==> config.mk <==
export PLATFORM = sky130hd
export DESIGN_NAME = tga_to_premultiplied_rgba_top
export DESIGN_NICKNAME = d
export VERILOG_FILES = /design/src/tgargba_pkg.sv /design/src/tga_to_premultiplied_rgba_top.sv
export SDC_FILE = /design/constraint.sdc
export NUM_CORES = 2
export LEC_CHECK = 0
export BUFFER_PORTS_ARGS = -buffer_cell sky130_fd_sc_hd__buf_2
export CORE_MARGIN = 8
export CORE_UTILIZATION = 52
export CTS_BUF_LIST = sky130_fd_sc_hd__clkbuf_16
export CTS_CLUSTER_SIZE = 24
export DETAILED_ROUTE_END_ITERATION = 6
export HOLD_SLACK_MARGIN = 0.15
export PLACE_DENSITY = 0.84
export REMOVE_ABC_BUFFERS = 1
export SLEW_MARGIN = 20
export SYNTH_ARGS = -nofsm -noshare
export SYNTH_HDL_FRONTEND = slang
export SYNTH_SLANG_ARGS = --single-unit
==> constraint.sdc <==
create_clock -name aclk -period 7.8 [get_ports aclk]
set_clock_uncertainty 0.15 [all_clocks]
set_input_delay 1.56 -clock aclk [delete_from_list [all_inputs] [get_ports aclk]]
set_output_delay 1.56 -clock aclk [all_outputs]
set_load 0.05 [all_outputs]
==> src/tgargba_pkg.sv <==
// ----------------------------------------------------------------------------
// tgargba_pkg
// Types and constants for the TGA to premultiplied RGBA decoder.
// ----------------------------------------------------------------------------
package tgargba_pkg;

    // Decoder phase
    typedef enum logic [1:0] {
        PHASE_HEADER = 2'd0,
        PHASE_PIXELS = 2'd1,
        PHASE_SKIP   = 2'd2
    } phase_t;

    // Result kinds (carried on tuser)
    localparam logic KIND_PIXEL  = 1'b0;
    localparam logic KIND_HEADER = 1'b1;

    // Status codes
    localparam logic [2:0] STATUS_OK        = 3'd0;
    localparam logic [2:0] STATUS_SHORT     = 3'd1;
    localparam logic [2:0] STATUS_BAD_TYPE  = 3'd2;
    localparam logic [2:0] STATUS_BAD_DEPTH = 3'd3;
    localparam logic [2:0] STATUS_TRUNCATED = 3'd4;

    // Header byte offsets
    localparam logic [4:0] HDR_TYPE     = 5'd2;
    localparam logic [4:0] HDR_WIDTH_LO = 5'd12;
    localparam logic [4:0] HDR_WIDTH_HI = 5'd13;
    localparam logic [4:0] HDR_HEIGHT_LO = 5'd14;
    localparam logic [4:0] HDR_HEIGHT_HI = 5'd15;
    localparam logic [4:0] HDR_DEPTH    = 5'd16;
    localparam logic [4:0] HDR_DESC     = 5'd17;

    // Only uncompressed truecolor files are accepted
    localparam logic [7:0] TYPE_TRUECOLOR = 8'd2;

    // Minimum bytes per pixel, and the count that carries alpha
    localparam logic [3:0] MIN_BYTES_PER_PIXEL = 4'd3;
    localparam logic [3:0] ALPHA_BYTES_PER_PIXEL = 4'd4;

    localparam logic [7:0] ALPHA_OPAQUE = 8'd255;

endpackage

==> src/tga_to_premultiplied_rgba_top.sv <==
// ----------------------------------------------------------------------------
// tga_to_premultiplied_rgba_top
// Streaming decoder of uncompressed truecolor TGA files to premultiplied RGBA.
// ----------------------------------------------------------------------------
// The block takes one file byte per item and accepts a byte in every cycle
// while the result side keeps up. Each byte gives at most one result. That
// result is registered: the accepted byte is loaded into the input register,
// and the result it gives is loaded into the result register when the byte is
// processed, which waits while a result there has not been taken. The
// 18-byte header is checked when its last byte arrives and one header result
// reports the status and, when ok, the width and height. Pixel bytes (B,G,R
// or B,G,R,A,...) then give one RGBA result per pixel, premultiplied when the
// file has four bytes per pixel, with a row-major destination index that is
// flipped vertically unless descriptor bit 5 is set. A file that ends inside
// the pixel data gives a truncated status. The tlast byte always returns the
// decoder to the header. Image ID and color-map bytes are not skipped.
// ----------------------------------------------------------------------------
module tga_to_premultiplied_rgba_top
    import tgargba_pkg::*;
(
    input  logic         aclk,
    input  logic         aresetn,
    // input item
    input  logic         s_tvalid,
    output logic         s_tready,
    input  logic [7:0]   s_tdata,   // [7:0] data_byte
    input  logic         s_tlast,   // end_of_file
    // result item
    output logic         m_tvalid,
    input  logic         m_tready,
    output logic [103:0] m_tdata,   // [2:0] status, [10:3] red, [18:11] green,
                                    // [26:19] blue, [34:27] alpha,
                                    // [64:35] pixel_index, [80:65] image_width,
                                    // [96:81] image_height, [103:97] zero
    output logic         m_tlast,   // image_done
    output logic         m_tuser    // result_kind
);

    // ------------------------------------------------------------------------
    // Registers
    // ------------------------------------------------------------------------
    logic         in_valid_reg;
    logic [7:0]   in_byte_reg;
    logic         in_eof_reg;

    phase_t       phase_reg, phase_next;
    logic [4:0]   header_count_reg, header_count_next;
    logic [7:0]   image_type_reg, image_type_next;
    logic [7:0]   depth_bits_reg, depth_bits_next;
    logic [15:0]  width_value_reg, width_value_next;
    logic [15:0]  height_value_reg, height_value_next;
    logic         top_down_reg, top_down_next;
    logic [4:0]   byte_in_pixel_reg, byte_in_pixel_next;
    logic [7:0]   held_reg [3];
    logic [7:0]   held_next [3];
    logic [14:0]  column_reg, column_next;
    logic [14:0]  row_reg, row_next;
    logic [29:0]  row_base_reg, row_base_next;
    logic [29:0]  span_reg;

    logic         out_valid_reg;
    logic         out_kind_reg;
    logic [2:0]   out_status_reg;
    logic [7:0]   out_red_reg, out_green_reg, out_blue_reg, out_alpha_reg;
    logic [29:0]  out_index_reg;
    logic [15:0]  out_width_reg, out_height_reg;
    logic         out_done_reg;

    // ------------------------------------------------------------------------
    // Handshake
    // ------------------------------------------------------------------------
    logic advance;

    assign advance  = in_valid_reg && (!out_valid_reg || m_tready);
    assign s_tready = !in_valid_reg || advance;

    // ------------------------------------------------------------------------
    // Shared decode
    // ------------------------------------------------------------------------
    logic [3:0]  bytes_per_pixel;
    logic [14:0] width15, height15;
    logic        dims_positive;
    logic        header_end;
    logic        type_ok, depth_ok;
    logic        pixel_complete;
    logic        last_pixel;
    logic        row_end;

    assign bytes_per_pixel = depth_bits_reg[7] ? 4'd0 : depth_bits_reg[6:3];
    assign width15         = width_value_reg[14:0];
    assign height15        = height_value_reg[14:0];
    assign dims_positive   = !width_value_reg[15] && (width15 != 15'd0)
                          && !height_value_reg[15] && (height15 != 15'd0);
    assign header_end      = (header_count_reg >= HDR_DESC);
    assign type_ok         = (image_type_reg == TYPE_TRUECOLOR);
    assign depth_ok        = (bytes_per_pixel >= MIN_BYTES_PER_PIXEL);
    assign pixel_complete  = ({1'b0, byte_in_pixel_reg} + 6'd1) >= {2'b00, bytes_per_pixel};
    assign row_end         = ({1'b0, column_reg} + 16'd1) >= {1'b0, width15};
    assign last_pixel      = row_end && (({1'b0, row_reg} + 16'd1) >= {1'b0, height15});

    // ------------------------------------------------------------------------
    // Premultiply: floor(c * a / 255)
    // ------------------------------------------------------------------------
    function automatic logic [7:0] div255(input logic [15:0] x);
        logic [16:0] sum;
        sum = {1'b0, x} + {9'd0, x[15:8]} + 17'd1;
        return sum[15:8];
    endfunction

    logic [15:0] prod_red, prod_green, prod_blue;

    assign prod_red   = held_reg[2] * in_byte_reg;
    assign prod_green = held_reg[1] * in_byte_reg;
    assign prod_blue  = held_reg[0] * in_byte_reg;

    // Start of the last row, used as the first row of a bottom-up image
    always_ff @(posedge aclk) begin
        span_reg <= {15'd0, height15 - 15'd1} * {15'd0, width15};
    end

    // ------------------------------------------------------------------------
    // Next phase
    // ------------------------------------------------------------------------
    always_comb begin
        phase_next = phase_reg;
        case (phase_reg)
            PHASE_PIXELS: begin
                if (in_eof_reg) begin
                    phase_next = PHASE_HEADER;
                end else if (pixel_complete && last_pixel) begin
                    phase_next = PHASE_SKIP;
                end
            end
            PHASE_SKIP: begin
                if (in_eof_reg) begin
                    phase_next = PHASE_HEADER;
                end
            end
            default: begin
                if (in_eof_reg) begin
                    phase_next = PHASE_HEADER;
                end else if (header_end) begin
                    if (type_ok && depth_ok && dims_positive) begin
                        phase_next = PHASE_PIXELS;
                    end else begin
                        phase_next = PHASE_SKIP;
                    end
                end
            end
        endcase
    end

    // ------------------------------------------------------------------------
    // Datapath and result
    // ------------------------------------------------------------------------
    logic        res_valid;
    logic        res_kind;
    logic [2:0]  res_status;
    logic [7:0]  res_red, res_green, res_blue, res_alpha;
    logic [29:0] res_index;
    logic [15:0] res_width, res_height;
    logic        res_done;

    always_comb begin
        header_count_next  = header_count_reg;
        image_type_next    = image_type_reg;
        depth_bits_next    = depth_bits_reg;
        width_value_next   = width_value_reg;
        height_value_next  = height_value_reg;
        top_down_next      = top_down_reg;
        byte_in_pixel_next = byte_in_pixel_reg;
        held_next          = held_reg;
        column_next        = column_reg;
        row_next           = row_reg;
        row_base_next      = row_base_reg;

        res_valid  = 1'b0;
        res_kind   = KIND_HEADER;
        res_status = STATUS_OK;
        res_red    = 8'd0;
        res_green  = 8'd0;
        res_blue   = 8'd0;
        res_alpha  = 8'd0;
        res_index  = 30'd0;
        res_width  = 16'd0;
        res_height = 16'd0;
        res_done   = 1'b0;

        case (phase_reg)
            PHASE_PIXELS: begin
                if (byte_in_pixel_reg < 5'd3) begin
                    held_next[byte_in_pixel_reg[1:0]] = in_byte_reg;
                end
                if (!pixel_complete) begin
                    // collect another byte of this pixel
                    byte_in_pixel_next = byte_in_pixel_reg + 5'd1;
                    if (in_eof_reg) begin
                        header_count_next = 5'd0;
                        res_valid  = 1'b1;
                        res_status = STATUS_TRUNCATED;
                        res_done   = 1'b1;
                    end
                end else begin
                    byte_in_pixel_next = 5'd0;
                    if (in_eof_reg && !last_pixel) begin
                        header_count_next = 5'd0;
                        res_valid  = 1'b1;
                        res_status = STATUS_TRUNCATED;
                        res_done   = 1'b1;
                    end else begin
                        // emit the pixel
                        res_valid = 1'b1;
                        res_kind  = KIND_PIXEL;
                        res_index = row_base_reg + {15'd0, column_reg};
                        res_done  = last_pixel;
                        if (bytes_per_pixel == ALPHA_BYTES_PER_PIXEL) begin
                            res_red   = div255(prod_red);
                            res_green = div255(prod_green);
                            res_blue  = div255(prod_blue);
                            res_alpha = in_byte_reg;
                        end else begin
                            // red may arrive with this very byte
                            res_red   = held_next[2];
                            res_green = held_next[1];
                            res_blue  = held_next[0];
                            res_alpha = ALPHA_OPAQUE;
                        end
                        // advance the raster position
                        if (last_pixel) begin
                            column_next = 15'd0;
                            row_next    = 15'd0;
                            if (in_eof_reg) begin
                                header_count_next = 5'd0;
                            end
                        end else if (row_end) begin
                            column_next = 15'd0;
                            row_next    = row_reg + 15'd1;
                            if (top_down_reg) begin
                                row_base_next = row_base_reg + {15'd0, width15};
                            end else begin
                                row_base_next = row_base_reg - {15'd0, width15};
                            end
                        end else begin
                            column_next = column_reg + 15'd1;
                        end
                    end
                end
            end
            PHASE_SKIP: begin
                if (in_eof_reg) begin
                    header_count_next = 5'd0;
                end
            end
            default: begin
                // capture header fields
                case (header_count_reg)
                    HDR_TYPE:      image_type_next = in_byte_reg;
                    HDR_WIDTH_LO:  width_value_next[7:0] = in_byte_reg;
                    HDR_WIDTH_HI:  width_value_next[15:8] = in_byte_reg;
                    HDR_HEIGHT_LO: height_value_next[7:0] = in_byte_reg;
                    HDR_HEIGHT_HI: height_value_next[15:8] = in_byte_reg;
                    HDR_DEPTH:     depth_bits_next = in_byte_reg;
                    HDR_DESC:      top_down_next = in_byte_reg[5];
                    default:       ;
                endcase
                if (in_eof_reg) begin
                    header_count_next = 5'd0;
                    res_valid  = 1'b1;
                    res_status = STATUS_SHORT;
                    res_done   = 1'b1;
                end else if (!header_end) begin
                    header_count_next = header_count_reg + 5'd1;
                end else begin
                    // check the completed header
                    header_count_next = 5'd0;
                    res_valid = 1'b1;
                    res_done  = 1'b1;
                    if (!type_ok) begin
                        res_status = STATUS_BAD_TYPE;
                    end else if (!depth_ok) begin
                        res_status = STATUS_BAD_DEPTH;
                    end else begin
                        res_status         = STATUS_OK;
                        res_width          = width_value_reg;
                        res_height         = height_value_reg;
                        res_done           = !dims_positive;
                        byte_in_pixel_next = 5'd0;
                        column_next        = 15'd0;
                        row_next           = 15'd0;
                        row_base_next      = in_byte_reg[5] ? 30'd0 : span_reg;
                    end
                end
            end
        endcase
    end

    // ------------------------------------------------------------------------
    // Input register
    // ------------------------------------------------------------------------
    always_ff @(posedge aclk) begin
        if (!aresetn) begin
            in_valid_reg <= 1'b0;
        end else if (s_tready) begin
            in_valid_reg <= s_tvalid;
        end
    end

    always_ff @(posedge aclk) begin
        if (s_tvalid && s_tready) begin
            in_byte_reg <= s_tdata;
            in_eof_reg  <= s_tlast;
        end
    end

    // ------------------------------------------------------------------------
    // Decoder state: advance once per processed byte
    // ------------------------------------------------------------------------
    always_ff @(posedge aclk) begin
        if (!aresetn) begin
            phase_reg         <= PHASE_HEADER;
            header_count_reg  <= 5'd0;
            image_type_reg    <= 8'd0;
            depth_bits_reg    <= 8'd0;
            width_value_reg   <= 16'd0;
            height_value_reg  <= 16'd0;
            top_down_reg      <= 1'b0;
            byte_in_pixel_reg <= 5'd0;
            held_reg          <= '{8'd0, 8'd0, 8'd0};
            column_reg        <= 15'd0;
            row_reg           <= 15'd0;
            row_base_reg      <= 30'd0;
        end else if (advance) begin
            phase_reg         <= phase_next;
            header_count_reg  <= header_count_next;
            image_type_reg    <= image_type_next;
            depth_bits_reg    <= depth_bits_next;
            width_value_reg   <= width_value_next;
            height_value_reg  <= height_value_next;
            top_down_reg      <= top_down_next;
            byte_in_pixel_reg <= byte_in_pixel_next;
            held_reg          <= held_next;
            column_reg        <= column_next;
            row_reg           <= row_next;
            row_base_reg      <= row_base_next;
        end
    end

    // ------------------------------------------------------------------------
    // Result register: hold until taken
    // ------------------------------------------------------------------------
    always_ff @(posedge aclk) begin
        if (!aresetn) begin
            out_valid_reg <= 1'b0;
        end else if (advance) begin
            out_valid_reg <= res_valid;
        end else if (m_tready) begin
            out_valid_reg <= 1'b0;
        end
    end

    always_ff @(posedge aclk) begin
        if (advance && res_valid) begin
            out_kind_reg   <= res_kind;
            out_status_reg <= res_status;
            out_red_reg    <= res_red;
            out_green_reg  <= res_green;
            out_blue_reg   <= res_blue;
            out_alpha_reg  <= res_alpha;
            out_index_reg  <= res_index;
            out_width_reg  <= res_width;
            out_height_reg <= res_height;
            out_done_reg   <= res_done;
        end
    end

    // Pack the result item
    assign m_tvalid = out_valid_reg;
    assign m_tuser  = out_kind_reg;
    assign m_tlast  = out_done_reg;
    assign m_tdata  = {7'd0, out_height_reg, out_width_reg, out_index_reg,
                       out_alpha_reg, out_blue_reg, out_green_reg, out_red_reg,
                       out_status_reg};

endmodule

==> out/results.tsv <==
stage	metric	value	unit
critical_path	Worst Path Required	8170	ps
clocking	CTS tree	built	
final_layout	share of post-route cells with drive strength above 1	7.894	%
synth	post-synthesis sequential area ratio	22.56	%
sta	setup violators final	0	
synth	prevailing post-synth register cell	dfxtp_1	
clocking	Hold Buf Count CTS	0	
final_layout	Layout Cells excl Fill	4265	
critical_path	WS Path Type	register to register	
power_and_ir_drop	Power Density	97.81	nW/um^2
floorplan	Die Ht	255.5	microns
floorplan	chip width	255.5	microns
clocking	Longest Clk Path Bufs	3	
synth	synthesized instance count	3439	
synth	most frequent cell after synthesis	inv_1	
floorplan	Die Area	65260	sq um
sta	Slew Limit Fails	0	
critical_path	Slowest-stage cell, CP	fa_1	
routing	Starting DRT DRC Count	2166	
synth	Syn Area/Cell	8.671	sq um
sta	period utilization	94.82	%
critical_path	CP Launch Type	register	
floorplan	Ports	121	
flow_run	max_cap viols	0	
global_routing	global-route wire length before repair	128000	microns
critical_path	reg2reg setup slack	400	ps
place	Detail Placement HPWL	59840	microns
clocking	Root Buffer	clkbuf_16	
routing	drt total wl	78460	microns
global_routing	vias in the first global route	24952	
synth	top cell type's share of synthesized area	18.60	%
global_routing	initial antenna violation count	0	
clocking	clock-pin slew on the worst setup and hold paths	70	ps
floorplan	starting density of the core	52.78	%
synth	Post-synth EDFFs	108	
routing	wire per inst	18.40	microns
min_path	worst hold path type	register to register	
global_routing	grt ovf	0	
synth	cell accounting for the most synthesized area	fa_1	
status	status	completed	
critical_path	most used cell, CP	fa_1	
power_and_ir_drop	Leak	14.98	nW
synth	synth warn	0	
synth	top cells by count, synth	inv_1 (418), nand2_1 (380), nor2_1 (317)	
critical_path	CP endpoint kind	register	
final_layout	Filler cells	4740	
routing	Final ANT Viol Nets	0	
routing	drt pass-1 iters	6	
sta	Max Clk Rate	135.2	MHz
critical_path	CP max FO	7	
synth	Post-synth ARST share	0	%
synth	Mapped Area	29820	sq um
clocking	CTS buffer count	31	
critical_path	CP Data Arrival Time	7770	ps
clocking	clock latency on the worst-skew pair	600	ps
routing	DRC Markers	0	
clocking	Clock Sinks	282	
routing	via count	25260	
sta	Tmin final	7396	ps
place	Port Buffers	113	
final_layout	Net count, final	4091	
synth	synth top area cells	fa_1 (19%), ha_1 (13%), dfxtp_1 (12%)	
floorplan	core box area	56500	sq um
synth	Yosys cell types	82	
final_layout	Area Overhead vs Synth	7.876	%
clocking	H-Tree Depth	1	
place	RePlAce Congestion	0.9985	
global_routing	largest net degree at the start of global routing	64	
power_and_ir_drop	total power	3.146	mW
sta	Worst Max-Slew Pin Slew	1074	ps
global_routing	global router's overall resource usage	23.44	%
place	dpl cells	4207	
sta	Max-slew headroom	28.10	%
sta	final hold vios	0	
final_layout	ANT cells	0	
synth	number of synthesized register bits	282	
final_layout	Core Util, Final	56.94	%
critical_path	crit-path max cell delay	550	ps
routing	mean number of vias per cell	5.923	
power_and_ir_drop	worst IR drop on VDD	0.1481	mV
floorplan	Row Count	87	
==> repair_timing <==
item                                    CTS  global route
endpoints found under the setup margin    0             3
buffers inserted                          0             1
resized for setup                         0             6
==> routing by layer <==
metal  vias up  track usage (%)  part of all wire (%)
li1      11627                -                     -
met1     12137            29.97                    40
met2      1238            38.23                    46
met3       258            5.027                    10
met4         0            9.844                   4.2
met5         -                0                     0
==> kinds of logic (layout without fill, tap and decap cells) <==
kind of cell | Yosys count | in the layout | share of synthesized area [%]
muxes | 57 | 57 | 1.976
DFF | 282 | 282 | 22.56
other | 1 | 7 | 0.01258
xor gates and xnor gates | 181 | 181 | 5.316
AOI/OAI and AO/OA | 603 | 603 | 12.99
adders and majority gates | 593 | 593 | 31.86
buffers and inverters | 596 | 660 | 7.641
and+or+nand+nor | 1126 | 1126 | 17.65
==> cells in the final DEF (no fill, tap or decap), types with 13 or more instances in the layout <==
master | synthesis | final
a31oi_1 | 31 | 31
o21bai_1 | 13 | 13
mux2i_1 | 42 | 42
and3_1 | 35 | 35
a21oi_1 | 181 | 181
nand3_1 | 78 | 77
and2_1 | 114 | 114
edfxtp_1 | 108 | 108
a22oi_1 | 20 | 20
a22o_1 | 13 | 13
nor4_1 | 39 | 37
nand2b_1 | 22 | 22
o211ai_1 | 16 | 16
fa_1 | 277 | 277
nor2b_1 | 19 | 19
ha_1 | 316 | 315
nand2_1 | 380 | 380
inv_1 | 418 | 426
a41oi_1 | 15 | 15
a211oi_1 | 47 | 47
clkbuf_16 | 0 | 31
xor2_1 | 54 | 54
mux2_2 | 15 | 15
buf_4 | 8 | 64
nor3_1 | 46 | 44
dfxtp_1 | 174 | 174
o21ai_0 | 124 | 123
a21o_1 | 39 | 39
nor2_1 | 317 | 316
buf_2 | 8 | 113
o21a_1 | 15 | 15
xnor2_1 | 127 | 124
==> through the flow <==
step	hold slack (ps)	setup WS [ps]	cell area [sq um]	TNS, ps
after detailed placement	301.8	333.3	31180	0
after floorplan	283.3	315.7	29160	0
after global routing	324.6	-11.52	32170	-11.52
after CTS	315.3	312.0	32110	0
final	314.5	404.0	32170	0
after global placement	292.5	453.8	31180	0
==> layout make-up <==
type                    count  area (sq um)  share of cell area [%]
repair buffers            177          1046                   3.252
multi-input cells        2567         20920                   65.03
clock buffers              31         775.7                   2.412
well taps                 756         945.9                   2.941
flip-flops and latches    282          6726                   20.91
clock inverters            26         155.1                  0.4823
inverters                 426          1600                   4.975
==> power by group <==
| part | internal, mW | switching (mW) |
|---|---|---|
| combinational | 0.0294 | 0.154 |
| clock | 0.753 | 0.644 |
| sequential | 1.55 | 0.0181 |
==> worst max-delay path, delay by kind of cell, from the launching register on <==
family / cells / cell delay [ps]
AO/OA/AOI/OAI: 5 / 980
XOR/XNOR: 2 / 320
adder cells (fa/ha/maj): 7 / 3460
buffers and inverters: 5 / 440
flip-flops: 1 / 350
AND/OR/NAND/NOR: 7 / 1640
==> final timing paths <==
path	cells after the start	startpoint	endpoint
min reg2reg	2	span_reg[25]	row_base_reg[25]
max reg2reg	26	height_value_reg[2]	span_reg[28]
min	2	span_reg[25]	row_base_reg[25]
max	26	height_value_reg[2]	span_reg[28]
(Power assumes the default switching activity.)
